## src/design/i2cbm_pkg.sv

```systemverilog
// Package for the I2C bit-level master: command codes, queue word type,
// line-level type and the per-phase decode functions. No dependencies.
package i2cbm_pkg;

    typedef enum logic [2:0] {
        OP_TICK  = 3'd0,
        OP_START = 3'd1,
        OP_STOP  = 3'd2,
        OP_WRITE = 3'd3,
        OP_READ  = 3'd4,
        OP_ACK   = 3'd5,
        OP_NACK  = 3'd6,
        OP_RACK  = 3'd7
    } t_op;

    localparam int unsigned BYTE_PHASES = 17;
    localparam int unsigned IN_WIDTH    = 16;
    localparam int unsigned OUT_WIDTH   = 16;

    // word handed from the front to the engine
    typedef struct packed {
        logic       is_cmd;
        t_op        op;
        logic [7:0] data;
        logic       sda;
    } t_item;

    typedef struct packed {
        logic scl;
        logic sda;
        logic drv;
    } t_lines;

    function automatic logic [4:0] f_phase_count(input t_op op);
        logic [4:0] n;
        case (op)
            OP_START: n = 5'd4;
            OP_STOP:  n = 5'd3;
            OP_WRITE: n = 5'(BYTE_PHASES);
            OP_READ:  n = 5'(BYTE_PHASES);
            OP_ACK:   n = 5'd3;
            OP_NACK:  n = 5'd3;
            OP_RACK:  n = 5'd3;
            default:  n = 5'd0;
        endcase
        return n;
    endfunction

    // line levels on entry to phase p; sr7 is the shift register MSB
    function automatic t_lines f_enter(input t_op op, input logic [4:0] p,
                                       input logic sr7, input t_lines cur);
        t_lines r;
        r = cur;
        case (op)
            OP_START: begin
                r.scl = (p[1:0] == 2'd1) || (p[1:0] == 2'd2);
                r.sda = !p[1];
                r.drv = 1'b1;
            end
            OP_STOP: begin
                r.scl = (p != 5'd0);
                r.sda = (p >= 5'd2);
                r.drv = 1'b1;
            end
            OP_WRITE: begin
                if (p < 5'd16) begin
                    r.scl = p[0];
                    r.sda = sr7;
                end else begin
                    r.scl = 1'b0;
                end
                r.drv = 1'b1;
            end
            OP_READ: begin
                r.scl = (p < 5'd16) ? p[0] : 1'b0;
                r.sda = 1'b1;
                r.drv = 1'b0;
            end
            OP_ACK, OP_NACK: begin
                r.scl = (p == 5'd1);
                r.sda = (op == OP_NACK);
                r.drv = 1'b1;
            end
            OP_RACK: begin
                r.scl = (p == 5'd1);
                r.sda = 1'b1;
                r.drv = 1'b0;
            end
            default: r = cur;
        endcase
        return r;
    endfunction

endpackage

```

## src/design/i2cbm_front.sv

```systemverilog
// Front end of the I2C bit-level master: accepts stream words, classifies
// them as tick or command and holds them in a two-word queue. Uses i2cbm_pkg.
module i2cbm_front import i2cbm_pkg::*; (
    input  logic                  i_clk,
    input  logic                  i_rst_n,
    input  logic                  i_valid,
    output logic                  o_ready,
    input  logic [IN_WIDTH-1:0]   i_data,
    input  logic [2:0]            i_user,
    output logic                  o_item_valid,
    output t_item                 o_item,
    input  logic                  i_item_pop
);

    t_item       r_q [2];
    logic        r_wr_ptr;
    logic        r_rd_ptr;
    logic [1:0]  r_count;
    logic        push;
    logic        pop;
    t_item       item;

    always_comb begin
        item.op     = t_op'(i_user);
        item.is_cmd = (t_op'(i_user) != OP_TICK);
        item.data   = i_data[7:0];
        item.sda    = i_data[8];
    end

    assign o_ready      = (r_count != 2'd2);
    assign push         = i_valid && o_ready;
    assign o_item_valid = (r_count != 2'd0);
    assign pop          = i_item_pop && o_item_valid;
    assign o_item       = r_q[r_rd_ptr];

    always_ff @(posedge i_clk) begin
        if (push) begin
            r_q[r_wr_ptr] <= item;
        end
    end

    always_ff @(posedge i_clk) begin
        if (!i_rst_n) begin
            r_wr_ptr <= 1'b0;
            r_rd_ptr <= 1'b0;
            r_count  <= 2'd0;
        end else begin
            if (push) begin
                r_wr_ptr <= !r_wr_ptr;
            end
            if (pop) begin
                r_rd_ptr <= !r_rd_ptr;
            end
            case ({push, pop})
                2'b10:   r_count <= r_count + 2'd1;
                2'b01:   r_count <= r_count - 2'd1;
                default: r_count <= r_count;
            endcase
        end
    end

endmodule

```

## src/design/i2cbm_engine.sv

```systemverilog
// Back end of the I2C bit-level master: phase sequencer, shift register,
// phase_ticks register and the output word register. Uses i2cbm_pkg.
module i2cbm_engine import i2cbm_pkg::*; (
    input  logic                  i_clk,
    input  logic                  i_rst_n,
    input  logic                  i_cfg_we,
    input  logic [7:0]            i_cfg_wdata,
    input  logic                  i_item_valid,
    input  t_item                 i_item,
    output logic                  o_item_pop,
    output logic                  o_valid,
    input  logic                  i_ready,
    output logic [OUT_WIDTH-1:0]  o_data
);

    logic [7:0]           r_phase_ticks;
    t_op                  r_op,    n_op;
    logic [4:0]           r_phase, n_phase;
    logic [7:0]           r_tick,  n_tick;
    logic [7:0]           r_sr,    n_sr;
    t_lines               r_lines, n_lines;
    logic                 r_ack,   n_ack;
    logic                 r_out_valid;
    logic [OUT_WIDTH-1:0] r_out_data, n_out_data;
    logic [7:0]           limit;
    logic [7:0]           tick_inc;
    logic [4:0]           phase_inc;
    logic                 done;
    logic                 rejected;
    logic                 pop;

    assign pop        = i_item_valid && (!r_out_valid || i_ready);
    assign o_item_pop = pop;
    assign limit      = (r_phase_ticks == 8'd0) ? 8'd1 : r_phase_ticks;
    assign tick_inc   = r_tick + 8'd1;
    assign phase_inc  = r_phase + 5'd1;

    always_comb begin
        n_op     = r_op;
        n_phase  = r_phase;
        n_tick   = r_tick;
        n_sr     = r_sr;
        n_lines  = r_lines;
        n_ack    = r_ack;
        done     = 1'b0;
        rejected = 1'b0;
        if (i_item.is_cmd) begin
            if (r_op != OP_TICK) begin
                rejected = 1'b1;
            end else begin
                n_op    = i_item.op;
                n_phase = 5'd0;
                n_tick  = 8'd0;
                if (i_item.op == OP_WRITE) begin
                    n_sr = i_item.data;
                end else if (i_item.op == OP_READ) begin
                    n_sr = 8'd0;
                end
                n_lines = f_enter(i_item.op, 5'd0, n_sr[7], r_lines);
            end
        end else if (r_op != OP_TICK) begin
            if (tick_inc >= limit) begin
                n_tick = 8'd0;
                if (r_op == OP_WRITE && r_phase < 5'd16 && r_phase[0]) begin
                    n_sr = {r_sr[6:0], 1'b0};
                end else if (r_op == OP_READ && r_phase < 5'd16 && r_phase[0]) begin
                    n_sr = {r_sr[6:0], i_item.sda};
                end else if (r_op == OP_RACK && r_phase == 5'd1) begin
                    n_ack = !i_item.sda;
                end
                if (phase_inc >= f_phase_count(r_op)) begin
                    n_op    = OP_TICK;
                    n_phase = 5'd0;
                    done    = 1'b1;
                end else begin
                    n_phase = phase_inc;
                    n_lines = f_enter(r_op, phase_inc, n_sr[7], r_lines);
                end
            end else begin
                n_tick = tick_inc;
            end
        end
        n_out_data = {1'b0, rejected, n_ack, n_sr, done, (n_op != OP_TICK),
                      n_lines.drv, n_lines.sda, n_lines.scl};
    end

    always_ff @(posedge i_clk) begin
        if (!i_rst_n) begin
            r_phase_ticks <= 8'd1;
            r_op          <= OP_TICK;
            r_phase       <= 5'd0;
            r_tick        <= 8'd0;
            r_sr          <= 8'd0;
            r_lines       <= '{scl: 1'b0, sda: 1'b1, drv: 1'b1};
            r_ack         <= 1'b0;
            r_out_valid   <= 1'b0;
        end else begin
            if (i_cfg_we) begin
                r_phase_ticks <= i_cfg_wdata;
            end
            if (pop) begin
                r_op    <= n_op;
                r_phase <= n_phase;
                r_tick  <= n_tick;
                r_sr    <= n_sr;
                r_lines <= n_lines;
                r_ack   <= n_ack;
            end
            if (pop) begin
                r_out_valid <= 1'b1;
            end else if (i_ready) begin
                r_out_valid <= 1'b0;
            end
        end
    end

    always_ff @(posedge i_clk) begin
        if (pop) begin
            r_out_data <= n_out_data;
        end
    end

    assign o_valid = r_out_valid;
    assign o_data  = r_out_data;

endmodule

```

## src/design/i2c_bit_level_master.sv

```systemverilog
// Top level of the I2C bit-level master: front queue and phase engine.
// Depends on i2cbm_pkg, i2cbm_front and i2cbm_engine.
//
//   channel   dir   handshake                       payload
//   s_axis    in    s_axis_tvalid / s_axis_tready   tuser command, tdata data + sda_in
//   m_axis    out   m_axis_tvalid / m_axis_tready   tdata line levels and status
//   cfg       in    i_cfg_we                        i_cfg_wdata phase_ticks
//
// One word per clock sustained while m_axis is not stalled; an accepted word passes
// through the queue register, then the output register, before it shows on m_axis.
// With m_axis stalled the queue takes two more words, then s_axis_tready drops.
// Reset is synchronous; phase_ticks resets to 1 and the lines to SCL low, SDA high.
module i2c_bit_level_master import i2cbm_pkg::*; (
    input  logic                  i_clk,
    input  logic                  i_rst_n,
    input  logic                  i_cfg_we,
    input  logic [7:0]            i_cfg_wdata,
    input  logic                  s_axis_tvalid,
    output logic                  s_axis_tready,
    // [7:0] data, [8] sda_in, [15:9] zero
    input  logic [IN_WIDTH-1:0]   s_axis_tdata,
    // [2:0] command
    input  logic [2:0]            s_axis_tuser,
    output logic                  m_axis_tvalid,
    input  logic                  m_axis_tready,
    // [0] scl, [1] sda_out, [2] sda_drive, [3] busy_res, [4] op_done,
    // [12:5] read_byte, [13] ack_seen, [14] command_rejected, [15] zero
    output logic [OUT_WIDTH-1:0]  m_axis_tdata
);

    logic  item_valid;
    t_item item;
    logic  item_pop;

    i2cbm_front u_front (
        .i_clk        (i_clk),
        .i_rst_n      (i_rst_n),
        .i_valid      (s_axis_tvalid),
        .o_ready      (s_axis_tready),
        .i_data       (s_axis_tdata),
        .i_user       (s_axis_tuser),
        .o_item_valid (item_valid),
        .o_item       (item),
        .i_item_pop   (item_pop)
    );

    i2cbm_engine u_engine (
        .i_clk        (i_clk),
        .i_rst_n      (i_rst_n),
        .i_cfg_we     (i_cfg_we),
        .i_cfg_wdata  (i_cfg_wdata),
        .i_item_valid (item_valid),
        .i_item       (item),
        .o_item_pop   (item_pop),
        .o_valid      (m_axis_tvalid),
        .i_ready      (m_axis_tready),
        .o_data       (m_axis_tdata)
    );

endmodule

```

## config.mk

```make
export PLATFORM = sky130hd
export DESIGN_NAME = i2c_bit_level_master
export DESIGN_NICKNAME = d
export VERILOG_FILES = /design/src/design/i2cbm_pkg.sv /design/src/design/i2cbm_front.sv /design/src/design/i2cbm_engine.sv /design/src/design/i2c_bit_level_master.sv
export SDC_FILE = /design/constraint.sdc
export NUM_CORES = 1
export LEC_CHECK = 0
export ABC_CLOCK_PERIOD_IN_PS = 6700
export BUFFER_PORTS_ARGS = -buffer_cell sky130_fd_sc_hd__buf_4
export CAP_MARGIN = 30
export CORE_ASPECT_RATIO = 1.75
export CORE_MARGIN = 5
export CORE_UTILIZATION = 55
export CTS_BUF_LIST = sky130_fd_sc_hd__clkbuf_16
export DETAILED_ROUTE_END_ITERATION = 6
export HOLD_SLACK_MARGIN = 0.02
export PLACE_DENSITY = 0.76
export SYNTH_ARGS = -nofsm -noshare
export SYNTH_HDL_FRONTEND = slang
export SYNTH_HIERARCHICAL = 1
export SYNTH_SLANG_ARGS = --single-unit
```

## constraint.sdc

```tcl
create_clock -name i_clk -period 6.7 [get_ports i_clk]
set_input_delay 0.335 -clock i_clk [delete_from_list [all_inputs] [get_ports i_clk]]
set_output_delay 0.335 -clock i_clk [all_outputs]
set_load 0.01 [all_outputs]
```

# Word level (Yosys, flattened, before mapping)
# Memories as Yosys holds them, arrays and structs flattened. A register that Yosys moved wholly into a read port is not among the register bits.
# Index checks and enable logic that the tools add are counted.
# Widths: inputs -> output; s select.
dict set report word_totals {
  regBits 56
  mem_bits_rw 26
  output_inout_bits 18
  n_memories 1
}
# memory words word_bits rd rd_ports_with_merged_regs write_ports line
set memory_table {}
lappend memory_table {u_front.r_q 2 13 1 1 1 i2cbm_front.sv:15} ;# t_item r_q [2];
dict set report op_classes {
  n_addsub 4
  order_cmp 5
  eq_ne 22
  muxes 51
  bitwise 2
  n_reduce_logical 33
}
# cell count
set ops {}
lappend ops {{$mux 8} 13}
lappend ops {{$mux 5} 8}
lappend ops {{$mux 3} 10}
lappend ops {{$eq 3x3->1 const B} 8}
lappend ops {{$pmux 3 s6} 1}
lappend ops {{$mux 1} 16}
lappend ops {{$pmux 3 s5} 1}
lappend ops {{$pmux 5 s3} 1}
lappend ops {{$eq 3x2->1 const B} 4}
lappend ops {{$eq 5x1->1 const B} 2}
lappend ops {{$lt 5x5->1 const B} 2}
lappend ops {{$reduce_bool 2->1} 5}
lappend ops {{$reduce_bool 3->1} 3}
lappend ops {{$add 8x1->8 const B} 1}
lappend ops {{$ge 8x8->1} 1}
lappend ops {{$logic_and 1x1->1} 8}
lappend ops {{$logic_not 8->1} 1}
lappend ops {{$reduce_or 2->1} 4}
lappend ops {{$eq 3x1->1 const B} 2}
lappend ops {{$add 5x1->5 const B} 1}
lappend ops {{$ge 5x2->1 const B} 1}
lappend ops {{$ge 5x5->1} 1}
lappend ops {{$logic_not 1->1} 5}
lappend ops {{$reduce_bool 5->1} 1}
lappend ops {{other kinds (12)} 17}

# Longest topological paths before layout
# Gate-level depths: netlist of run 1.
dict set report depth {
  ltp_word 12
  mapped_depth 12
  ltp_nobuf 11
}

# Cells and area by module
# The synthesis of run 1 kept the hierarchy.
# module instances cells_per_inst area_per_inst_um2 seq_area_each_um2
set by_module_without_submodules {}
lappend by_module_without_submodules {i2cbm_engine 1 362 3194.3 1191.1}
lappend by_module_without_submodules {i2cbm_front 1 65 1173.6 880.8}

# Worst setup path after synthesis of run 1
# No wires, ideal clock.
dict set report synth_timing {
  path_type {register -> register}
  startpoint {register u_engine.r_phase_ticks[3]}
  endpoint {register u_engine.r_out_data[7], in the netlist u_engine/o_data[7], data pin}
  arrival_ns 2.275
  t_required_ns 6.427
  slack_ns 4.152
  stages_incl_launch_ff 11
  n_path_buf 1
  period_less_slack_ns 2.548
  path_cell_list {dfxtp_1 > nor4_1 > a41o_1 > ha_1 > nand2b_1 > a2111o_1 > a21oi_4 > nor3_2 > buf_2 > a21oi_1 > a21oi_1}
}
dict set report synth_between {
  elab_chain_len 6
}
# element line
set synth_rtl {}
lappend synth_rtl {{from (decl)} i2cbm_engine.sv:16} ;# logic [7:0] r_phase_ticks;
lappend synth_rtl {{from (signal assigned)} i2cbm_engine.sv:99} ;# r_phase_ticks <= i_cfg_wdata;
lappend synth_rtl {{$logic_not 8->1} i2cbm_engine.sv:34} ;# assign limit = (r_phase_ticks == 8'd0) ? 8'd1 : r_phase_ticks;
lappend synth_rtl {{$mux 8 (*)} i2cbm_engine.sv:34}
lappend synth_rtl {{$ge 8x8->1 (*)} i2cbm_engine.sv:62} ;# if (tick_inc >= limit) begin
lappend synth_rtl {{$mux 8 (*)} i2cbm_engine.sv:62}
lappend synth_rtl {{$mux 8 (*)} i2cbm_engine.sv:61} ;# end else if (r_op != OP_TICK) begin
lappend synth_rtl {{$mux 8 (*)} i2cbm_engine.sv:47} ;# if (i_item.is_cmd) begin
lappend synth_rtl {{via u_engine.n_out_data[7]} i2cbm_engine.sv:24} ;# logic [OUT_WIDTH-1:0] r_out_data, n_out_data;
lappend synth_rtl {{to (signal assigned)} i2cbm_engine.sv:119} ;# r_out_data <= n_out_data;
lappend synth_rtl {{to (decl)} i2cbm_engine.sv:24}
# The timed path passes the listed nets; every way through them passes the cells marked *.
# A chain may end at the register's enable or synchronous reset.

==> results of run 1 <==
==> area by class of cell <==
class / count / area [sq um]
Clock buffer: 9 / 225.2
Sequential cell: 83 / 2072
Multi-Input combinational cell: 303 / 2116
Timing Repair Buffer: 42 / 315.3
Inverter: 18 / 72.57
Clock inverter: 7 / 85.08
Tap cell: 90 / 112.6
Fill cell: 639 / 2856
==> Yosys cell counts, types with 3 or more instances <==
library cell,instances,area [sq um]
edfxtp_1,41,1231
a22oi_1,9,67.56
nor3b_1,3,22.52
o21ai_1,3,15.01
nor2b_1,10,62.56
nand3_1,12,60.06
o21ai_0,13,65.06
mux2i_1,10,100.1
nand3b_1,3,22.52
nor2_1,28,105.1
o32ai_1,7,61.31
nor4_1,4,25.02
nor3_1,3,15.01
xnor2_1,9,78.83
o21a_1,10,75.07
a221oi_1,8,70.07
inv_1,16,60.06
mux2_2,13,146.4
a21o_1,3,22.52
xor2_1,4,35.03
a31oi_1,5,31.28
dfxtp_1,42,840.8
nand2_1,35,131.4
or3_1,5,31.28
a21oi_1,29,145.1
clkbuf_1,12,45.04
ha_1,19,237.7
and3_1,3,18.77
nand2b_1,4,25.02
buf_2,8,40.04
and2_1,4,25.02
==> power by group <==
group / switching, W / internal (W) / total, W
Combinational: 0.000441 / 0.000285 / 0.000727
Clock: 0.000187 / 0.000323 / 0.000510
Sequential: 0.0000750 / 0.000668 / 0.000743
Total: 0.000704 / 0.00128 / 0.00198
==> metrics by stage <==
step	setup slack (ns)	std cells
after global routing	3.248	552
after floorplan	4.152	427
after CTS	3.563	552
final	3.504	552
after detailed placement	3.597	536
after global placement	3.672	536
==> registers in the layout (all words and copies together) (netlist names), named ones only <==
signal	count
u_front/r_q	26
u_engine/o_data	15
u_engine/r_phase_ticks	8
u_engine/r_sr	8
u_engine/r_tick	8
u_engine/r_phase	5
u_engine/r_lines	3
u_engine/r_op	3
u_front/r_count	2
u_engine/o_valid	1
u_engine/r_ack	1
u_front/r_rd_ptr	1
u_front/r_wr_ptr	1
==> layer usage <==
layer	part of all wire	vias to the layer above	wire [um]
met2	0.56	114	5142
met3	0.050	24	461
li1	-	1651	-
met5	0	-	0
met1	0.36	1632	3362
met4	0.027	0	248
==> worst max-delay path: stages (launching register included) <==
cell and delay (ns):
dfxtp_1 0.53, ha_1 0.34, nand3_1 0.19, xnor2_1 0.46, ha_1 0.35, o32ai_2 0.56, nand3_1 0.23, a311o_1 0.34
nand2_1 0.08
==> path summary, 6_finish.rpt <==
check | from | end
setup / recovery | u_engine/r_phase[0] | u_engine/o_data[0]
hold / removal | s_axis_tdata[1] | u_front/r_q[0][2]
setup reg to reg | u_engine/r_phase[0] | u_engine/o_data[0]
hold reg to reg | u_engine/r_lines[2] | u_engine/r_lines[2]
==> cells by family (layout without fill, tap and decap cells) <==
family | count (synthesis) | count (layout) | share of synthesized area
other | 1 | 1 | 0.0008585
buffers and inverters | 41 | 76 | 0.04125
adders and majority gates | 19 | 19 | 0.05443
muxes | 23 | 23 | 0.05643
xor gates and xnor gates | 13 | 13 | 0.02607
and+or+nand+nor | 128 | 128 | 0.1530
DFF | 83 | 83 | 0.4744
AOI/OAI and AO/OA | 119 | 119 | 0.1936
==> summary.md, run 1 <==
| Metric | Value |
|---|---|
| Outcome | finished, final reports clean |
| #FFs+latches synth | 83 |
| Min-Delay Path Depth | 1 |
| Fin area | about 0.005 sq mm |
| Area delta synth->final | 14.44% |
| Final Critical Period | ~3.2 ns |
| TritonCTS Buffers | 9 |
| Rows | between 40 and 50 |
| CP max FO | 10 |
| Net count, final | 508 |
| Max transition margin | 0.5270 |
| Worst EP required | around 6.9 ns |
| DIE WIDTH | 77.37 um |
| RSZ-0062 raised after global routing | no |
| Initial antenna violation count | 0 |
| Starting Density | 0.5561 |
| DR DRC count | 0 |
| Leakage power | 1.913 nW |
| Util after Layout | 0.6363 |
| Syn_nets | ~480 |
| Final HPWL DP | roughly 6600 um |
| # diodes | 0 |
| Seq/Total Area, Yosys | 0.4744 |
| GRT overflow | 0 |
| Met1 Resource Use GR | 0.1904 |
| Vias/cell | 6.197 |
| Most frequent cells in the layout | 42 x buf_4, 42 x dfxtp_1, 41 x edfxtp_1 |
| CTS tree | built |
| Synth warnings | 6 |
| Post-CTS Resized | 0 |
| Final Hold Vio Count | 0 |
| Worst reg2reg path depth | 8 |
| Busiest grt layer | met2 |
| Routed Antenna Nets | 0 |
| Worst reg-to-reg setup slack | ~3.5 ns |
| Maximum VDD drop | ~260 uV |
| Max Cap Violations | 0 |
| Final setup viols | 0 |
| Drt initial violations | 269 |
| # H-tree levels | 3 |
| Syn_area_per_cell | about 10 sq um |
| Drt wl/cell | ~17 um |
| Placed Area | roughly 0.0047 sq mm |
| Sink Count | between 80 and 90 |
| Boundary Pins | 50 |
| Vias in the first global route | ~3400 |
| First-pass GRT wire length | about 15000 um |
| FMAX | about 310 MHz |
| P per Cell Area | 396.0 mW/mm^2 |
| Largest net degree at the start of global routing | 33 |
| Crit end category | flip-flop |
| Hold_ws | about 0.19 ns |
| Met3 Use GR | 0.03868 |
| Skew final | around 0.0087 ns |
| GRT met2 Usage | 0.3540 |
| Tot GR Track Use | 0.1878 |
| Routed WL | just over 9000 um |
| Worst path arrival time | roughly 3.4 ns |
| CTS Hold Bufs | 0 |
| DR vias | between 3000 and 4000 |
| CTS Root Cell | clkbuf_16 |
| Post-synthesis cell type count | 70 |
| Chip height | between 100 and 150 um |
| Most used DFF post-synth | dfxtp_1 |
| Post-Syn Area | between 0.004 and 0.005 sq mm |
| Worst slew pin tran | approximately 0.7 ns |
| Clk slew on worst S/H paths | about 0.060 ns |
| Clock Path Buffers | 2 |
| Cell count after synthesis | 427 |
| Worst Hold Class | in -> reg |
| Total power | around 0.002 W |
| Post-synth EDFFs | between 40 and 50 |
| Setup Fix Bufs, Post-CTS | 0 |
| Placer Congestion | between 0.9 and 1 |
| Core area | just under 0.008 sq mm |
| Layout cells sized above 1 | 0.1775 |
| Fin crit share | 0.4770 |
| Ys async rst share | 0 |
| Critical path class | reg -> reg |
| Total iterations of the first detailed-routing run | 5 |
| Port bufs | a little over 40 |
| Pins Over Slew Limit | 0 |
| Element type at the critical path start | flip-flop |
| Total Neg Setup Slack | 0 ns |
| Worst skew pair latency | 0.33 ns |
| Die Area | ~0.0099 sq mm |
Power figures use the tool's default switching activity.
==> run 2, diff against run 1 <==
Settings changed: ABC_AREA set to 1, ABC_CLOCK_PERIOD_IN_PS 6700 to 3000.
Clock period 6.7 ns to 3 ns, I/O delays scaled along.
==> summary.md, run 2 <==
| Metric | Value |
|---|---|
| Most common cell in the synthesized netlist | nand2_1 |
| Final setup viols | 0 |
| Clk slew on worst S/H paths | ~0.06 ns |
| DIE WIDTH | a little under 80 um |
| Synth warnings | 6 |
| Starting Density | 0.5607 |
| Fillers | around 650 |
| Net count, final | 619 |
| Sink Count | 83 |
| Boundary Pins | 50 |
| Worst slew pin tran | between 0.8 and 0.9 ns |
| Maximum VDD drop | roughly 830 uV |
| TritonCTS Buffers | 9 |
| Worst path arrival time | 2.86 ns |
| GRT overflow | 0 |
| Final HPWL DP | slightly above 7000 um |
| Placer Congestion | approximately 0.89 |
| Largest cells by area after synthesis | edfxtp_1 28%, dfxtp_1 19%, nand2_1 8.4% |
| Final Non-Filler Cells | ~660 |
| Drt initial violations | 275 |
| Post-synthesis cell type count | between 40 and 50 |
| Logic pwr share | 0.435 |
| Fin crit share | 0.9259 |
| Final Hold Vio Count | 0 |
| Max transition margin | 0.4394 |
| Core area | ~0.0079 sq mm |
| Vias in the first global route | 3806 |
| Reg2reg start | u_engine/r_tick[2] |
| First-pass GRT wire length | ~17000 um |
| Min-delay src | i_cfg_wdata[0] |
| Initial antenna violation count | 0 |
| Chip height | 128.4 um |
| Area delta synth->final | 18.89% |
| Vias/cell | ~5.6 |
| CTS tree | built |
| Clk network pwr share | 0.205 |
| Rows | between 40 and 50 |
| Skew final | between 0.007 and 0.008 ns |
| Syn_area_per_cell | slightly below 9 sq um |
| Most used DFF post-synth | dfxtp_1 |
| Ys async rst share | 0 |
| # H-tree levels | 3 |
| CP max FO | 7 |
| Routed WL | around 10000 um |
| Hold_ws | 0.02652 ns |
| FMAX | between 300 and 400 MHz |
| Worst skew pair latency | ~0.34 ns |
| Largest net degree at the start of global routing | 23 |
| DR vias | 3709 |
| Clock Path Buffers | 2 |
| Reg power frac | 0.360 |
| Total iterations of the first detailed-routing run | 5 |
| Crit path launch | u_engine/r_tick[2] |
| # diodes | 0 |
| Layout cells sized above 1 | 0.2094 |
| Switching Share | 0.3993 |
| Worst EP required | 3.08 ns |
| Final setup margin | roughly 0.22 ns |
| Element type at the critical path start | flip-flop |
| Max reg flops | 26 |
| Post-synth top area share | 0.2795 |
| Most frequent cells in the layout | 99 x nand2_1, 71 x inv_1, 50 x buf_4 |
| Critical path class | reg -> reg |
| Outcome | finished, final reports clean |
| P_sw | ~0.0019 W |
| Biggest register | u_front/r_q |
| Syn_nets | 559 |
| Pre-CTS setup slack | slightly below 0.09 ns |
| Routed Antenna Nets | 0 |
| Synth area leader | edfxtp_1 |
| P per Cell Area | 928.5 mW/mm^2 |
| Port bufs | slightly above 40 |
| Seq/Total Area, Yosys | 0.4705 |
| Post-synth EDFFs | between 40 and 50 |
| Leakage power | approximately 2.4 nW |
| Synth top cells by count | 99 x nand2_1, 71 x inv_1, 42 x dfxtp_1, 41 x edfxtp_1, 38 x nand3_1 |
| Die Area | 0.009968 sq mm |
| Worst Hold Class | in -> reg |
| DP Cell Count | around 630 |
| Pins Over Slew Limit | 0 |
| Post-Syn Area | ~0.0044 sq mm |
| Tot GR Track Use | 0.2064 |
| Drt wl/cell | around 15 um |
| Commonest non-fill, non-tap cell in the layout | nand2_1 |
| Cell count after synthesis | slightly above 500 |
| Crit end category | flip-flop |
| CTS Root Cell | clkbuf_16 |
| Final Critical Period | 2.778 ns |
| #FFs+latches synth | 83 |
| P_int | just under 0.003 W |
| DR DRC count | 0 |
| Max Cap Violations | 0 |
run 2: final timing paths:
check	end	slack, ns	cells past startpoint
worst max-delay path	u_engine/o_data[8]	0.22	16
worst min-delay path	u_engine/r_phase_ticks[0]	0.03	3
worst max register to register	u_engine/o_data[8]	0.22	16
worst min register to register	u_engine/r_lines[0]	0.48	2
run 2: cells by family (layout without fill, tap and decap cells):
kind of cell / count (synthesis) / in the layout / share of synthesized area
AOI/OAI and AO/OA: 85 / 85 / 0.1134
xor gates and xnor gates: 7 / 7 / 0.01392
adders and majority gates: 19 / 19 / 0.05398
DFF: 83 / 83 / 0.4705
and+or+nand+nor: 209 / 209 / 0.2216
muxes: 13 / 13 / 0.04176
other: 1 / 1 / 0.0008515
buffers and inverters: 91 / 156 / 0.08409
run 2: routing by layer:
| metal | part of all wire | vias to the layer above | GRT usage | wire (um) |
|---|---|---|---|---|
| met1 | 0.36 | 1728 | 0.2042 | 3663 |
| li1 | - | 1822 | - | - |
| met5 | 0 | - | 0 | 0 |
| met2 | 0.55 | 118 | 0.3801 | 5565 |
| met3 | 0.037 | 41 | 0.03992 | 368 |
| met4 | 0.047 | 0 | 0.1366 | 476 |
run 2: through the flow:
step | TNS (ns) | power [W] | instance area, sq um | utilization
finish | 0 | 0.004862 | 5236 | 0.6666
CTS | 0 | 0.004826 | 5177 | 0.6591
detailed placement | 0 | 0.003803 | 4792 | 0.6101
global placement | 0 | 0.003720 | 4792 | 0.6101
global route | -0.005510 | 0.005184 | 5236 | 0.6666
floorplan | 0 | 0.003192 | 4404 | -
run 2: cell type report:
| cell class | instances | area (sq um) | share of cell area |
|---|---|---|---|
| clock buffer | 9 | 225.2 | 0.04301 |
| clock inverter | 7 | 40.04 | 0.007646 |
| inverter | 78 | 295.3 | 0.05639 |
| multi-input combinational | 334 | 1989 | 0.3799 |
| sequential | 83 | 2078 | 0.3969 |
| tap | 90 | 112.6 | 0.02151 |
| timing repair buffer | 62 | 495.5 | 0.09462 |
run 2: critical path: stages, from the launching register on:
cell      delay (ns)
dfxtp_4         0.36
nand2_1         0.06
nor2_2          0.14
nand3_2         0.09
nand3b_1        0.19
xor2_1          0.17
inv_1           0.09
ha_1            0.30
nand2_1         0.08
nor2_2          0.12
nand4_1         0.15
nand3_2         0.17
nand2_4         0.09
nor2_4          0.23
nand2_1         0.09
nand3_1         0.11
nand2_1         0.07
run 2: repair_timing:
item                                    CTS  global route
buffers inserted                          0             3
hold buffers                             12             0
hold endpoints to repair                 24             0
gates resized for setup                   0            12
endpoints found under the setup margin    0            31
run 2: power by group through the flow:
stage / sequential [W] / clock (W) / combinational (W)
2_1_floorplan: 0.00176 / 0 / 0.00143
3_3_place_gp: 0.00175 / 0 / 0.00197
3_5_place_dp: 0.00176 / 0 / 0.00204
4_1_cts: 0.00174 / 0.00102 / 0.00207
5_1_grt: 0.00178 / 0.00106 / 0.00234
6_report: 0.00175 / 0.000996 / 0.00212
